<file path="src/rtl/pauq5_pkg.sv">
// Package for the QARMA5 pointer authentication unit: payload types, operation
// and register codes, cipher constants and the round functions.
// Used by pauq5_cipher, pointer_auth_qarma5_unit and the testbench; depends on nothing.
`timescale 1ns / 1ps

package pauq5_pkg;

  typedef enum logic [1:0] {
    OP_ADD     = 2'd0,
    OP_AUTH    = 2'd1,
    OP_STRIP   = 2'd2,
    OP_GENERIC = 2'd3
  } pauq5_op_t;

  localparam int unsigned CFG_IDX_W = 1;

  localparam logic [CFG_IDX_W-1:0] REG_KEY_LOW  = 1'b0;
  localparam logic [CFG_IDX_W-1:0] REG_KEY_HIGH = 1'b1;

  typedef struct packed {
    pauq5_op_t   op;
    logic [63:0] pointer;
    logic [63:0] modifier;
    logic [63:0] second_modifier;
    logic        use_second_modifier;
    logic        key_is_b;
  } pauq5_in_t;

  typedef struct packed {
    logic [63:0] result;
    logic        auth_failed;
  } pauq5_out_t;

  // Information that rides along the cipher pipeline next to the state.
  typedef struct packed {
    pauq5_op_t   op;
    logic [63:0] pointer;
    logic        key_is_b;
  } pauq5_side_t;

  localparam logic [63:0] QALPHA = 64'hc0ac29b7c97c50dd;

  localparam logic [63:0] RCON [5] = '{
    64'h0000000000000000, 64'h13198a2e03707344, 64'ha4093822299f31d0,
    64'h082efa98ec4e6c89, 64'h452821e638d01377
  };

  localparam logic [3:0] PERM_FWD [16] = '{
    4'd13, 4'd6, 4'd11, 4'd0, 4'd7, 4'd12, 4'd1, 4'd10,
    4'd8, 4'd3, 4'd14, 4'd5, 4'd2, 4'd9, 4'd4, 4'd15
  };
  localparam logic [3:0] PERM_INV [16] = '{
    4'd3, 4'd6, 4'd12, 4'd9, 4'd14, 4'd11, 4'd1, 4'd4,
    4'd8, 4'd13, 4'd7, 4'd2, 4'd5, 4'd0, 4'd10, 4'd15
  };
  localparam logic [3:0] SBOX_FWD [16] = '{
    4'd11, 4'd6, 4'd8, 4'd15, 4'd12, 4'd0, 4'd9, 4'd14,
    4'd3, 4'd7, 4'd4, 4'd5, 4'd13, 4'd2, 4'd1, 4'd10
  };
  localparam logic [3:0] SBOX_INV [16] = '{
    4'd5, 4'd14, 4'd13, 4'd8, 4'd10, 4'd11, 4'd1, 4'd9,
    4'd2, 4'd6, 4'd15, 4'd0, 4'd4, 4'd12, 4'd7, 4'd3
  };
  localparam logic [3:0] TW_FWD [16] = '{
    4'd4, 4'd5, 4'd6, 4'd7, 4'd11, 4'd2, 4'd3, 4'd8,
    4'd12, 4'd13, 4'd14, 4'd15, 4'd0, 4'd1, 4'd10, 4'd9
  };
  localparam logic [3:0] TW_INV [16] = '{
    4'd12, 4'd13, 4'd5, 4'd6, 4'd0, 4'd1, 4'd2, 4'd3,
    4'd7, 4'd15, 4'd14, 4'd4, 4'd8, 4'd9, 4'd10, 4'd11
  };
  localparam logic [15:0] TW_FWD_ROT = 16'hd894;
  localparam logic [15:0] TW_INV_ROT = 16'h8f41;

  function automatic logic [3:0] rotl1(input logic [3:0] c);
    return {c[2:0], c[3]};
  endfunction

  function automatic logic [3:0] rotl2(input logic [3:0] c);
    return {c[1:0], c[3:2]};
  endfunction

  function automatic logic [63:0] shuffle_fwd(input logic [63:0] v);
    logic [63:0] o;
    for (int i = 0; i < 16; i++) begin
      o[i*4 +: 4] = v[{PERM_FWD[i], 2'b00} +: 4];
    end
    return o;
  endfunction

  function automatic logic [63:0] shuffle_inv(input logic [63:0] v);
    logic [63:0] o;
    for (int i = 0; i < 16; i++) begin
      o[i*4 +: 4] = v[{PERM_INV[i], 2'b00} +: 4];
    end
    return o;
  endfunction

  function automatic logic [63:0] sub_fwd(input logic [63:0] v);
    logic [63:0] o;
    for (int i = 0; i < 16; i++) begin
      o[i*4 +: 4] = SBOX_FWD[v[i*4 +: 4]];
    end
    return o;
  endfunction

  function automatic logic [63:0] sub_inv(input logic [63:0] v);
    logic [63:0] o;
    for (int i = 0; i < 16; i++) begin
      o[i*4 +: 4] = SBOX_INV[v[i*4 +: 4]];
    end
    return o;
  endfunction

  // Column mixing; the matrix is an involution, so one function serves both ways.
  function automatic logic [63:0] mix(input logic [63:0] v);
    logic [63:0] o;
    logic [3:0]  c0, c1, c2, c3;
    for (int i = 0; i < 4; i++) begin
      c0 = v[i*4 +: 4];
      c1 = v[(i+4)*4 +: 4];
      c2 = v[(i+8)*4 +: 4];
      c3 = v[(i+12)*4 +: 4];
      o[(i+12)*4 +: 4] = rotl1(c2) ^ rotl2(c1) ^ rotl1(c0);
      o[(i+8)*4 +: 4]  = rotl1(c3) ^ rotl1(c1) ^ rotl2(c0);
      o[(i+4)*4 +: 4]  = rotl2(c3) ^ rotl1(c2) ^ rotl1(c0);
      o[i*4 +: 4]      = rotl1(c3) ^ rotl2(c2) ^ rotl1(c1);
    end
    return o;
  endfunction

  // Tweak schedule: cell permutation plus an LFSR step on marked cells.
  function automatic logic [63:0] tweak_fwd(input logic [63:0] v);
    logic [63:0] o;
    logic [3:0]  c;
    for (int i = 0; i < 16; i++) begin
      c = v[{TW_FWD[i], 2'b00} +: 4];
      if (TW_FWD_ROT[i]) begin
        c = {c[0] ^ c[1], c[3:1]};
      end
      o[i*4 +: 4] = c;
    end
    return o;
  endfunction

  function automatic logic [63:0] tweak_inv(input logic [63:0] v);
    logic [63:0] o;
    logic [3:0]  c;
    for (int i = 0; i < 16; i++) begin
      c = v[{TW_INV[i], 2'b00} +: 4];
      if (TW_INV_ROT[i]) begin
        c = {c[2:0], c[0] ^ c[3]};
      end
      o[i*4 +: 4] = c;
    end
    return o;
  endfunction

  // Forward round; the first round skips the diffusion layer.
  function automatic logic [63:0] fwd_round(input logic [63:0] w, input logic [63:0] t,
                                            input logic [63:0] k1, input logic [63:0] rc,
                                            input logic first);
    logic [63:0] x;
    x = w ^ k1 ^ t ^ rc;
    if (!first) begin
      x = mix(shuffle_fwd(x));
    end
    return sub_fwd(x);
  endfunction

  // Backward round; t is the tweak after its inverse update.
  function automatic logic [63:0] bwd_round(input logic [63:0] w, input logic [63:0] t,
                                            input logic [63:0] k1, input logic [63:0] rc,
                                            input logic last);
    logic [63:0] x;
    x = sub_inv(w);
    if (!last) begin
      x = shuffle_inv(mix(x));
    end
    return x ^ rc ^ k1 ^ t ^ QALPHA;
  endfunction

  // Derived whitening key: rotate right by one, fold the top bit into bit 0.
  function automatic logic [63:0] derive_mk0(input logic [63:0] k0);
    return {k0[0], k0[63:1]} ^ {63'd0, k0[63]};
  endfunction

endpackage

</file>
<file path="src/rtl/pointer_auth_qarma5_unit.sv">
// Channel   Direction  Handshake          Payload
// in_       input      in_valid/in_stall  pauq5_in_t: op, pointer, modifiers, flags
// out_      output     out_valid/out_stall pauq5_out_t: result, auth_failed
// cfg_      input      cfg_valid/cfg_ready cfg_index, cfg_data (key halves)
//
// One item is taken per cycle unless in_stall is high; each accepted item passes
// through six cipher stages and then the output register. The outer stages hold two
// rounds each, and the middle two each hold one round and half of the reflector.
// Reset (rst_n low, synchronous) empties the pipeline and clears both key halves.
// A stall on the output holds the whole pipeline, so in_stall follows out_stall
// while a result waits. Depends on pauq5_pkg and pauq5_cipher.
`timescale 1ns / 1ps

module pointer_auth_qarma5_unit
  import pauq5_pkg::*;
(
  input  logic                 clk,
  input  logic                 rst_n,
  input  logic                 in_valid,
  output logic                 in_stall,
  input  pauq5_in_t            in_data,
  output logic                 out_valid,
  input  logic                 out_stall,
  output pauq5_out_t           out_data,
  input  logic                 cfg_valid,
  output logic                 cfg_ready,
  input  logic [CFG_IDX_W-1:0] cfg_index,
  input  logic [63:0]          cfg_data
);

  logic [63:0] key_low_r, key_high_r;
  logic        en;

  logic [63:0] ci_text, ci_tweak;
  pauq5_side_t ci_side;
  logic        co_valid;
  logic [63:0] co_text;
  pauq5_side_t co_side;

  logic        out_valid_r;
  pauq5_out_t  out_data_r, out_data_nxt;

  assign cfg_ready = 1'b1;

  always_ff @(posedge clk) begin
    if (!rst_n) begin
      key_low_r  <= '0;
      key_high_r <= '0;
    end else if (cfg_valid && cfg_ready) begin
      unique case (cfg_index)
        REG_KEY_LOW:  key_low_r  <= cfg_data;
        REG_KEY_HIGH: key_high_r <= cfg_data;
        default:      ;
      endcase
    end
  end

  // The pipeline advances unless a finished item sits unread at the output.
  assign en       = !(out_valid_r && out_stall);
  assign in_stall = !en;

  always_comb begin
    ci_side.op       = in_data.op;
    ci_side.pointer  = in_data.pointer;
    ci_side.key_is_b = in_data.key_is_b;

    if (in_data.use_second_modifier && in_data.op != OP_GENERIC) begin
      ci_tweak = {in_data.second_modifier[36:5], in_data.modifier[35:4]};
    end else begin
      ci_tweak = in_data.modifier;
    end

    unique case (in_data.op)
      OP_ADD:     ci_text = {{16{in_data.pointer[63]}}, in_data.pointer[47:0]};
      OP_AUTH:    ci_text = {{16{in_data.pointer[55]}}, in_data.pointer[47:0]};
      OP_STRIP:   ci_text = in_data.pointer;
      OP_GENERIC: ci_text = in_data.pointer;
      default:    ci_text = in_data.pointer;
    endcase
  end

  pauq5_cipher u_cipher (
    .clk       (clk),
    .rst_n     (rst_n),
    .en        (en),
    .in_valid  (in_valid),
    .in_text   (ci_text),
    .in_tweak  (ci_tweak),
    .in_side   (ci_side),
    .key_low   (key_low_r),
    .key_high  (key_high_r),
    .out_valid (co_valid),
    .out_text  (co_text),
    .out_side  (co_side)
  );

  always_comb begin
    logic [63:0] code, orig, ptr;
    logic        match;

    ptr   = co_side.pointer;
    code  = co_text;
    orig  = {{16{ptr[55]}}, ptr[47:0]};
    match = (code[63:56] == ptr[63:56]) && (code[54:48] == ptr[54:48]);
    out_data_nxt.auth_failed = 1'b0;

    unique case (co_side.op)
      OP_ADD: begin
        // A pointer with a non-canonical top gets a code that cannot match.
        if (ptr[63:48] != 16'h0000 && ptr[63:48] != 16'hffff) begin
          code[62] = ~code[62];
        end
        out_data_nxt.result = {code[63:56], ptr[63], code[54:48], ptr[47:0]};
      end
      OP_AUTH: begin
        out_data_nxt.result = orig;
        if (!match) begin
          out_data_nxt.result[62:61] = co_side.key_is_b ? 2'b10 : 2'b01;
          out_data_nxt.auth_failed   = 1'b1;
        end
      end
      OP_STRIP: begin
        out_data_nxt.result = orig;
      end
      OP_GENERIC: begin
        out_data_nxt.result = {code[63:32], 32'd0};
      end
      default: begin
        out_data_nxt.result = orig;
      end
    endcase
  end

  always_ff @(posedge clk) begin
    if (!rst_n) begin
      out_valid_r <= 1'b0;
    end else if (en) begin
      out_valid_r <= co_valid;
    end
  end

  always_ff @(posedge clk) begin
    if (en) begin
      out_data_r <= out_data_nxt;
    end
  end

  assign out_valid = out_valid_r;
  assign out_data  = out_data_r;

  // A failed authentication always leaves a poisoned, non-canonical top.
  a_fail_poison : assert property (@(posedge clk) disable iff (!rst_n)
    out_valid && out_data.auth_failed |->
      (out_data.result[62:61] == 2'b01 || out_data.result[62:61] == 2'b10))
    else $error("auth failure without poison bits");

  // Reset empties the whole pipeline, so no result shows right after it.
  a_reset_empty : assert property (@(posedge clk)
    !rst_n |=> !out_valid)
    else $error("result valid after reset");

  // The cipher pipeline never moves while a result waits at the output.
  a_hold_pipe : assert property (@(posedge clk) disable iff (!rst_n)
    out_valid && out_stall |=> out_valid && $stable(co_text))
    else $error("pipeline advanced under output stall");

endmodule

</file>
<file path="src/rtl/pauq5_cipher.sv">
// Six-stage pipelined QARMA5 encryption with 128-bit key and 64-bit tweak.
// Depends on pauq5_pkg for the round functions and the sideband type.
`timescale 1ns / 1ps

module pauq5_cipher
  import pauq5_pkg::*;
(
  input  logic        clk,
  input  logic        rst_n,
  input  logic        en,
  input  logic        in_valid,
  input  logic [63:0] in_text,
  input  logic [63:0] in_tweak,
  input  pauq5_side_t in_side,
  input  logic [63:0] key_low,
  input  logic [63:0] key_high,
  output logic        out_valid,
  output logic [63:0] out_text,
  output pauq5_side_t out_side
);

  localparam int unsigned NSTG = 6;

  logic [NSTG-1:0] v_r;
  logic [63:0]     w_r    [NSTG];
  logic [63:0]     t_r    [NSTG];
  pauq5_side_t     side_r [NSTG];

  logic [63:0] w_nxt [NSTG];
  logic [63:0] t_nxt [NSTG];
  logic [63:0] mk0;

  assign mk0 = derive_mk0(key_high);

  always_comb begin
    logic [63:0] w, t;

    // Stage A: input whitening, forward rounds 0 and 1.
    w = in_text ^ key_high;
    t = in_tweak;
    w = fwd_round(w, t, key_low, RCON[0], 1'b1);
    t = tweak_fwd(t);
    w = fwd_round(w, t, key_low, RCON[1], 1'b0);
    t = tweak_fwd(t);
    w_nxt[0] = w;
    t_nxt[0] = t;

    // Stage B: forward rounds 2 and 3.
    w = fwd_round(w_r[0], t_r[0], key_low, RCON[2], 1'b0);
    t = tweak_fwd(t_r[0]);
    w = fwd_round(w, t, key_low, RCON[3], 1'b0);
    t = tweak_fwd(t);
    w_nxt[1] = w;
    t_nxt[1] = t;

    // Stage C: forward round 4 and the forward half of the reflector.
    w = fwd_round(w_r[1], t_r[1], key_low, RCON[4], 1'b0);
    t = tweak_fwd(t_r[1]);
    w = w ^ mk0 ^ t;
    w = mix(shuffle_fwd(w));
    w = sub_fwd(w);
    w = mix(shuffle_fwd(w));
    w = w ^ key_low;
    w_nxt[2] = w;
    t_nxt[2] = t;

    // Stage D: inverse half of the reflector, backward round 0.
    w = shuffle_inv(w_r[2]);
    w = sub_inv(w);
    w = shuffle_inv(mix(w));
    w = w ^ key_high ^ t_r[2];
    t = tweak_inv(t_r[2]);
    w = bwd_round(w, t, key_low, RCON[4], 1'b0);
    w_nxt[3] = w;
    t_nxt[3] = t;

    // Stage E: backward rounds 1 and 2.
    t = tweak_inv(t_r[3]);
    w = bwd_round(w_r[3], t, key_low, RCON[3], 1'b0);
    t = tweak_inv(t);
    w = bwd_round(w, t, key_low, RCON[2], 1'b0);
    w_nxt[4] = w;
    t_nxt[4] = t;

    // Stage F: backward rounds 3 and 4, output whitening.
    t = tweak_inv(t_r[4]);
    w = bwd_round(w_r[4], t, key_low, RCON[1], 1'b0);
    t = tweak_inv(t);
    w = bwd_round(w, t, key_low, RCON[0], 1'b1);
    w_nxt[5] = w ^ mk0;
    t_nxt[5] = t;
  end

  always_ff @(posedge clk) begin
    if (!rst_n) begin
      v_r <= '0;
    end else if (en) begin
      v_r <= {v_r[NSTG-2:0], in_valid};
    end
  end

  always_ff @(posedge clk) begin
    if (en) begin
      for (int s = 0; s < NSTG; s++) begin
        w_r[s] <= w_nxt[s];
        t_r[s] <= t_nxt[s];
      end
      side_r[0] <= in_side;
      for (int s = 1; s < NSTG; s++) begin
        side_r[s] <= side_r[s-1];
      end
    end
  end

  assign out_valid = v_r[NSTG-1];
  assign out_text  = w_r[NSTG-1];
  assign out_side  = side_r[NSTG-1];

endmodule

</file>
<file path="config.mk">
export PLATFORM = sky130hd
export DESIGN_NAME = pointer_auth_qarma5_unit
export DESIGN_NICKNAME = d
export VERILOG_FILES = /design/src/rtl/pauq5_pkg.sv /design/src/rtl/pointer_auth_qarma5_unit.sv /design/src/rtl/pauq5_cipher.sv
export SDC_FILE = /design/constraint.sdc
export NUM_CORES = 2
export LEC_CHECK = 0
export CORE_MARGIN = 5
export CORE_UTILIZATION = 50
export CTS_BUF_LIST = sky130_fd_sc_hd__clkbuf_8
export DETAILED_ROUTE_END_ITERATION = 12
export DONT_BUFFER_PORTS = 1
export PLACE_DENSITY = 0.68
export SLEW_MARGIN = 20
export SYNTH_ARGS = -nofsm -noshare
export SYNTH_HDL_FRONTEND = slang
export SYNTH_SLANG_ARGS = --single-unit
</file>
<file path="constraint.sdc">
create_clock -name clk -period 30.2 [get_ports clk]
set_input_delay 1.51 -clock clk [delete_from_list [all_inputs] [get_ports clk]]
set_output_delay 1.51 -clock clk [all_outputs]
set_load 0.005 [all_outputs]
</file>
* After elaboration in Yosys (flattened, before gate mapping) *
Memory sizes are Yosys's and may differ from the RTL's.
Cells that the tools add are included.
W data, S select, Z words.

operators by class
  order comparisons = 192
  eq/ne operators = 10
  muxes and demuxes = 392
  bitwise operators = 657
  reduce and logical (&&, ||, !) cells = 10

operators with widths
  kind                    number
  $xor A64 B64 Y64        27
  $mux W4                 384
  $xor A4 B4 Y4           352
  $ge A5 B5 Y1 const B    192
  $not A4 Y5              192
  $pmux W64 S4            1
  $pmux W64 S3            1
  $not A32 Y32            5
  $not A25 Y25            4
  $xor A1 B1 Y1           70
  $mux W64                1
  $xor A64 B1 Y64         1
  $not A30 Y30            2
  $not A27 Y27            2
  $ne A16 B16 Y1 const B  1
  $reduce_bool A16 Y1     1
  $eq A2 B2 Y1 const B    4
  $eq A8 B8 Y1            1
  $eq A7 B7 Y1            1
  $eq A2 B1 Y1 const B    2
  $logic_and A1 B1 Y1     4
  $logic_not A2 Y1        2
  $mux W2                 2
  $reduce_and A2 Y1       2
  4 further kinds         7

word-level totals
  bits in registers = 200
  memory bits (writable) = 1170
  bits in read-only memories = 12288
  bits of input ports = 266
  output and inout bits = 68
  word-level logic and storage cells = 1462
  memories kept = 195

memory list
  name              words  width  rd ports  clocked after memory_dff  write ports  line                RTL
  u_cipher.side_r   6      67     6         0                         6            pauq5_cipher.sv:27  pauq5_side_t side_r [NSTG];
  u_cipher.t_r      6      64     5         0                         6            pauq5_cipher.sv:26  logic [63:0] t_r [NSTG];
  u_cipher.w_r      6      64     6         0                         6            pauq5_cipher.sv:25  logic [63:0] w_r [NSTG];
  (name not given)  16     4      1         0                         0            pauq5_pkg.sv:102    o[i*4 +: 4] = SBOX_FWD[v[i*4 +: 4]];
  (name not given)  16     4      1         0                         0            pauq5_pkg.sv:102
  (name not given)  16     4      1         0                         0            pauq5_pkg.sv:102
  +189 memories     -      -      -         -                         -            -

* Longest topological paths before layout *
An unclocked memory read counts as a cell.

  depth in word-level cells = 21
  depth in mapped cells = 19
  mapped depth without buffers = 17

* Modules after synthesis *
A second synthesis with hierarchy kept.

second synthesis, totals
  cells, all modules = 8723
  area, all modules = 100954.3 um^2

by module, submodules not included
  module                    times used  cells an instance  area an instance (um^2)  sequential area each (um^2)
  pauq5_cipher              1           7876               92432.4                  33332.0
  pointer_auth_qarma5_unit  1           847                8521.9                   4534.3

* Worst setup path after synthesis *
Ideal clock, no wire load.

  kind = input port to flip-flop
  start = in out_stall
  end = reg out_valid_r, in the netlist out_valid
  library setup time = 0.163 ns
  data arrival time = 33.254 ns
  data required time = 30.037 ns
  setup slack = -3.217 ns
  cell stages on the path = 3
  buffers on the path = 0
  cells stage by stage = nand2_1 -> clkinv_1 -> o21a_1

between the ends
  word-level cells in the longest chain between the ends = 1

RTL lines
  element               line                             RTL
  start, declared       pointer_auth_qarma5_unit.sv:23   input logic out_stall,
  $logic_and A1 B1 Y1   pointer_auth_qarma5_unit.sv:59   assign en = !(out_valid_r && out_stall);
  net in_stall          pointer_auth_qarma5_unit.sv:20   output logic in_stall,
  end signal, assigned  pointer_auth_qarma5_unit.sv:138  out_valid_r <= co_valid;
  end, declared         pointer_auth_qarma5_unit.sv:40   logic out_valid_r;

The timed path passes the listed nets, and every way through them passes these cells.
A chain may end at the register's enable or synchronous reset.

==> qor_table.md <==
| Item | Value | Unit |
|---|---|---|
| Worst Path Required | 30.91 | ns |
| Die boundary height | 447 | um |
| Critical Path Source Type | input port | - |
| Crit path capture | u_cipher.w_r[0][3] | - |
| Max frequency | 157 | MHz |
| Prevailing post-synth register cell | sky130_fd_sc_hd__edfxtp_1 | - |
| Source of the worst register-to-register timing path | key_low_r[11] | - |
| Clock buffers created by TritonCTS | 213 | - |
| Final standard cell area without fillers | 103000 | um2 |
| GR Overflow Total | 0 | - |
| DRC | 0 | - |
| Slew HR | 0.148 | - |
| Post-synthesis sequential element count | 1250 | - |
| Area growth from synthesis to layout | 7.62 | % |
| Synth cell types | 96 | - |
| Final hold vios | 0 | - |
| Total via count in the routed design | 64100 | - |
| Final routed wire length divided by cell count | 29.7 | um |
| Synthesized netlist net count | 9472 | - |
| Hold Crit Class | register to register | - |
| Number of DRC markers after the initial detailed-route iteration | 7391 | - |
| CTS tree | yes | - |
| Post-Synthesis Cells | 8376 | - |
| Number of enable flip-flop cells after synthesis | 1115 | - |
| Crit share post-route | 0.211 | - |
| Floorplan die area | 200000 | um2 |
| Final RePlAce weighted congestion | 1.03 | - |
| Result of the run | finished, final reports clean | - |
| RSZ-0062 raised after global routing | false | - |
| Post-layout minimum cycle time | 6.36 | ns |
| Clock sinks | 1250 | - |
| Ranking of synthesized cells by area | sky130_fd_sc_hd__edfxtp_1 35%, sky130_fd_sc_hd__xnor2_1 15%, sky130_fd_sc_hd__ha_1 11% | - |
| Cell area reported after detailed placement | 98700 | um2 |
| Number of buffers inserted to repair setup after CTS | 0 | - |
| R2r endpoint | u_cipher.w_r[2][1] | - |
| Clock input transition at the sequential cells of the worst setup and hold paths | 0.07 | ns |
| Worst clock skew on the final layout | 0.108 | ns |
| Number of endpoints failing setup at the final stage | 0 | - |
| Die width | 447 | um |
| Insertion delay to the later sink of the worst-skew pair | 1.04 | ns |
| Number of buffers on the longest clock path | 3 | - |
| Area of the mapped netlist | 95600 | um2 |
| Vias in the first global route | 61000 | - |
| Number of top-level pins | 334 | - |
| Largest fanout on the critical path | 40 | - |
| List of most frequent post-synthesis cells | 1676 x sky130_fd_sc_hd__xnor2_1, 1115 x sky130_fd_sc_hd__edfxtp_1, 830 x sky130_fd_sc_hd__ha_1 | - |
| Fin nets | 9565 | - |
| Worst slew pin tran | 1.26 | ns |
| Startpoint of the worst setup timing path | in_data[1] | - |
| Fraction of layout cells with a size suffix above 1 | 0.0879 | - |
| Largest net degree at the start of global routing | 181 | - |
| Synth Warn # | 0 | - |
| Via-per-instance ratio | 5.73 | - |
| Area fraction of the dominant cell type after synthesis | 0.350 | - |
| Largest area contributor in the synthesized netlist | sky130_fd_sc_hd__edfxtp_1 | - |
| Worst setup path category | input port to register | - |
| Count of max-cap constraint violations | 0 | - |
| Average cell area after synthesis | 11.4 | um2 |
| Final Max Slew Viols | 0 | - |
| Aggregate global-route resource usage | 0.326 | - |
| Area of the core | 190000 | um2 |
| Sum of net half-perimeters after detailed placement | 264 | mm |
| Number of cells upsized or downsized after cts | 0 | - |
| Total Negative Setup Slacks | 0 | ns |
| Number of hold buffers added after CTS | 0 | - |
| Port Buffers | 0 | - |
| Buffer cell driving the clock tree root | sky130_fd_sc_hd__clkbuf_8 | - |
| Setup slack of the most critical reg-to-reg path | 24.02 | ns |
| Remaining antenna violation count after routing | 0 | - |
| TritonRoute pass-1 iters | 5 | - |
| Library cell with the highest instance count after synthesis | sky130_fd_sc_hd__xnor2_1 | - |
| CP endpoint kind | register | - |
| # H-tree levels | 4 | - |
| Initial cell density of the core | 0.503 | - |
| Proportion of synthesized flip-flops having asynchronous set or reset | 0 | - |
| Std cell rows | 160 | - |
| Cell count of the worst reg-to-reg path | 15 | - |
| Global-route wire length before repair | 453 | mm |
| Arrival time of data at the critical path endpoint | 7.07 | ns |
| Antenna violations before repair | 21 | - |
| Hold WS | 0.409 | ns |
| Register area share after synthesis | 0.379 | - |
| Total Routed Length | 332 | mm |
## state kept, by name, indices dropped and copies added (netlist names)
name	flops
out_valid	1
u_cipher.side_r	402
key_low_r	64
key_high_r	64
u_cipher.w_r	352
out_data	65
u_cipher.v_r	6
u_cipher.t_r	296
## worst min-delay path by stage
stage                                start                endpoint  depth (start not counted)
floorplan            u_cipher.side_r[0][0]   u_cipher.side_r[1][0]                          0
global placement     u_cipher.side_r[0][2]   u_cipher.side_r[1][2]                          0
detailed placement  u_cipher.side_r[0][15]  u_cipher.side_r[1][15]                          0
CTS                  u_cipher.side_r[3][0]   u_cipher.side_r[4][0]                          0
global route        u_cipher.side_r[4][52]  u_cipher.side_r[5][52]                          0
finish              u_cipher.side_r[3][32]  u_cipher.side_r[4][32]                          0
## metrics by stage
stage          instances   util  setup slack, ns
5_1_grt            11200  0.541            23.72
4_1_cts            11200  0.540            23.97
2_1_floorplan       8376      -            10.22
3_3_place_gp       10800  0.519            22.96
3_5_place_dp       10800  0.519            22.89
6_report           11200  0.541            23.84
## per-layer routing
layer	routed length, um	global-route usage
met4	32400	0.264
met3	29700	0.0666
met1	121000	0.393
met2	149000	0.507
met5	9	0
## cell type report
cell class                      instances  area (um2)
Multi-Input combinational cell       6191       55800
Sequential cell                      1250       36200
Tap cell                             2511        3140
Timing Repair Buffer                  136        1060
Inverter                              677        2540
Antenna cell                           22        55.1
Fill cell                           16500       87300
Clock buffer                          217        2990
Clock inverter                        173        1090
## placed cells by master, fill, tap and decap left out, types with 40 or more instances in the layout
cell	instances
sky130_fd_sc_hd__xnor2_1	1673
sky130_fd_sc_hd__edfxtp_1	1115
sky130_fd_sc_hd__ha_1	830
sky130_fd_sc_hd__inv_1	724
sky130_fd_sc_hd__xor2_1	660
sky130_fd_sc_hd__nand2_1	506
sky130_fd_sc_hd__a21oi_1	373
sky130_fd_sc_hd__nor2_1	308
sky130_fd_sc_hd__clkbuf_8	217
sky130_fd_sc_hd__o21ai_0	215
sky130_fd_sc_hd__mux2i_1	197
sky130_fd_sc_hd__mux4_2	173
sky130_fd_sc_hd__xnor3_1	170
sky130_fd_sc_hd__a21boi_0	136
sky130_fd_sc_hd__dfxtp_1	132
sky130_fd_sc_hd__buf_4	132
sky130_fd_sc_hd__a211oi_1	94
sky130_fd_sc_hd__nor2b_1	93
sky130_fd_sc_hd__nor3_1	80
sky130_fd_sc_hd__clkinv_1	63
sky130_fd_sc_hd__and2_1	58
sky130_fd_sc_hd__nand3_1	48
sky130_fd_sc_hd__xnor2_2	43
sky130_fd_sc_hd__o22ai_1	40
## critical path, stage by stage
cell                       delay [ns]
sky130_fd_sc_hd__a21boi_4        0.14
sky130_fd_sc_hd__buf_4           0.47
sky130_fd_sc_hd__buf_4           0.64
sky130_fd_sc_hd__mux2i_1         0.83
sky130_fd_sc_hd__xor2_1          0.39
sky130_fd_sc_hd__inv_1           0.18
sky130_fd_sc_hd__ha_1            0.23
sky130_fd_sc_hd__mux4_2          0.48
sky130_fd_sc_hd__xnor2_1         0.36
sky130_fd_sc_hd__xnor2_1         0.25
sky130_fd_sc_hd__xor2_1          0.40
sky130_fd_sc_hd__inv_1           0.15
sky130_fd_sc_hd__ha_1            0.34
sky130_fd_sc_hd__a21oi_1         0.08
sky130_fd_sc_hd__a21oi_1         0.50
## cell families after synthesis
group,after synthesis,share of synthesized area
simple gates,1263,0.0608
xor+xnor,2610,0.276
mux,417,0.0676
fa+ha+maj,830,0.109
buf+inv,935,0.0383
compound gates,1070,0.0701
flops,1250,0.379
other cells,1,0.0000392
Power is left out: the tool's default activity adds up to more than one toggle a clock period on the data nets, which glitch-free logic cannot reach.
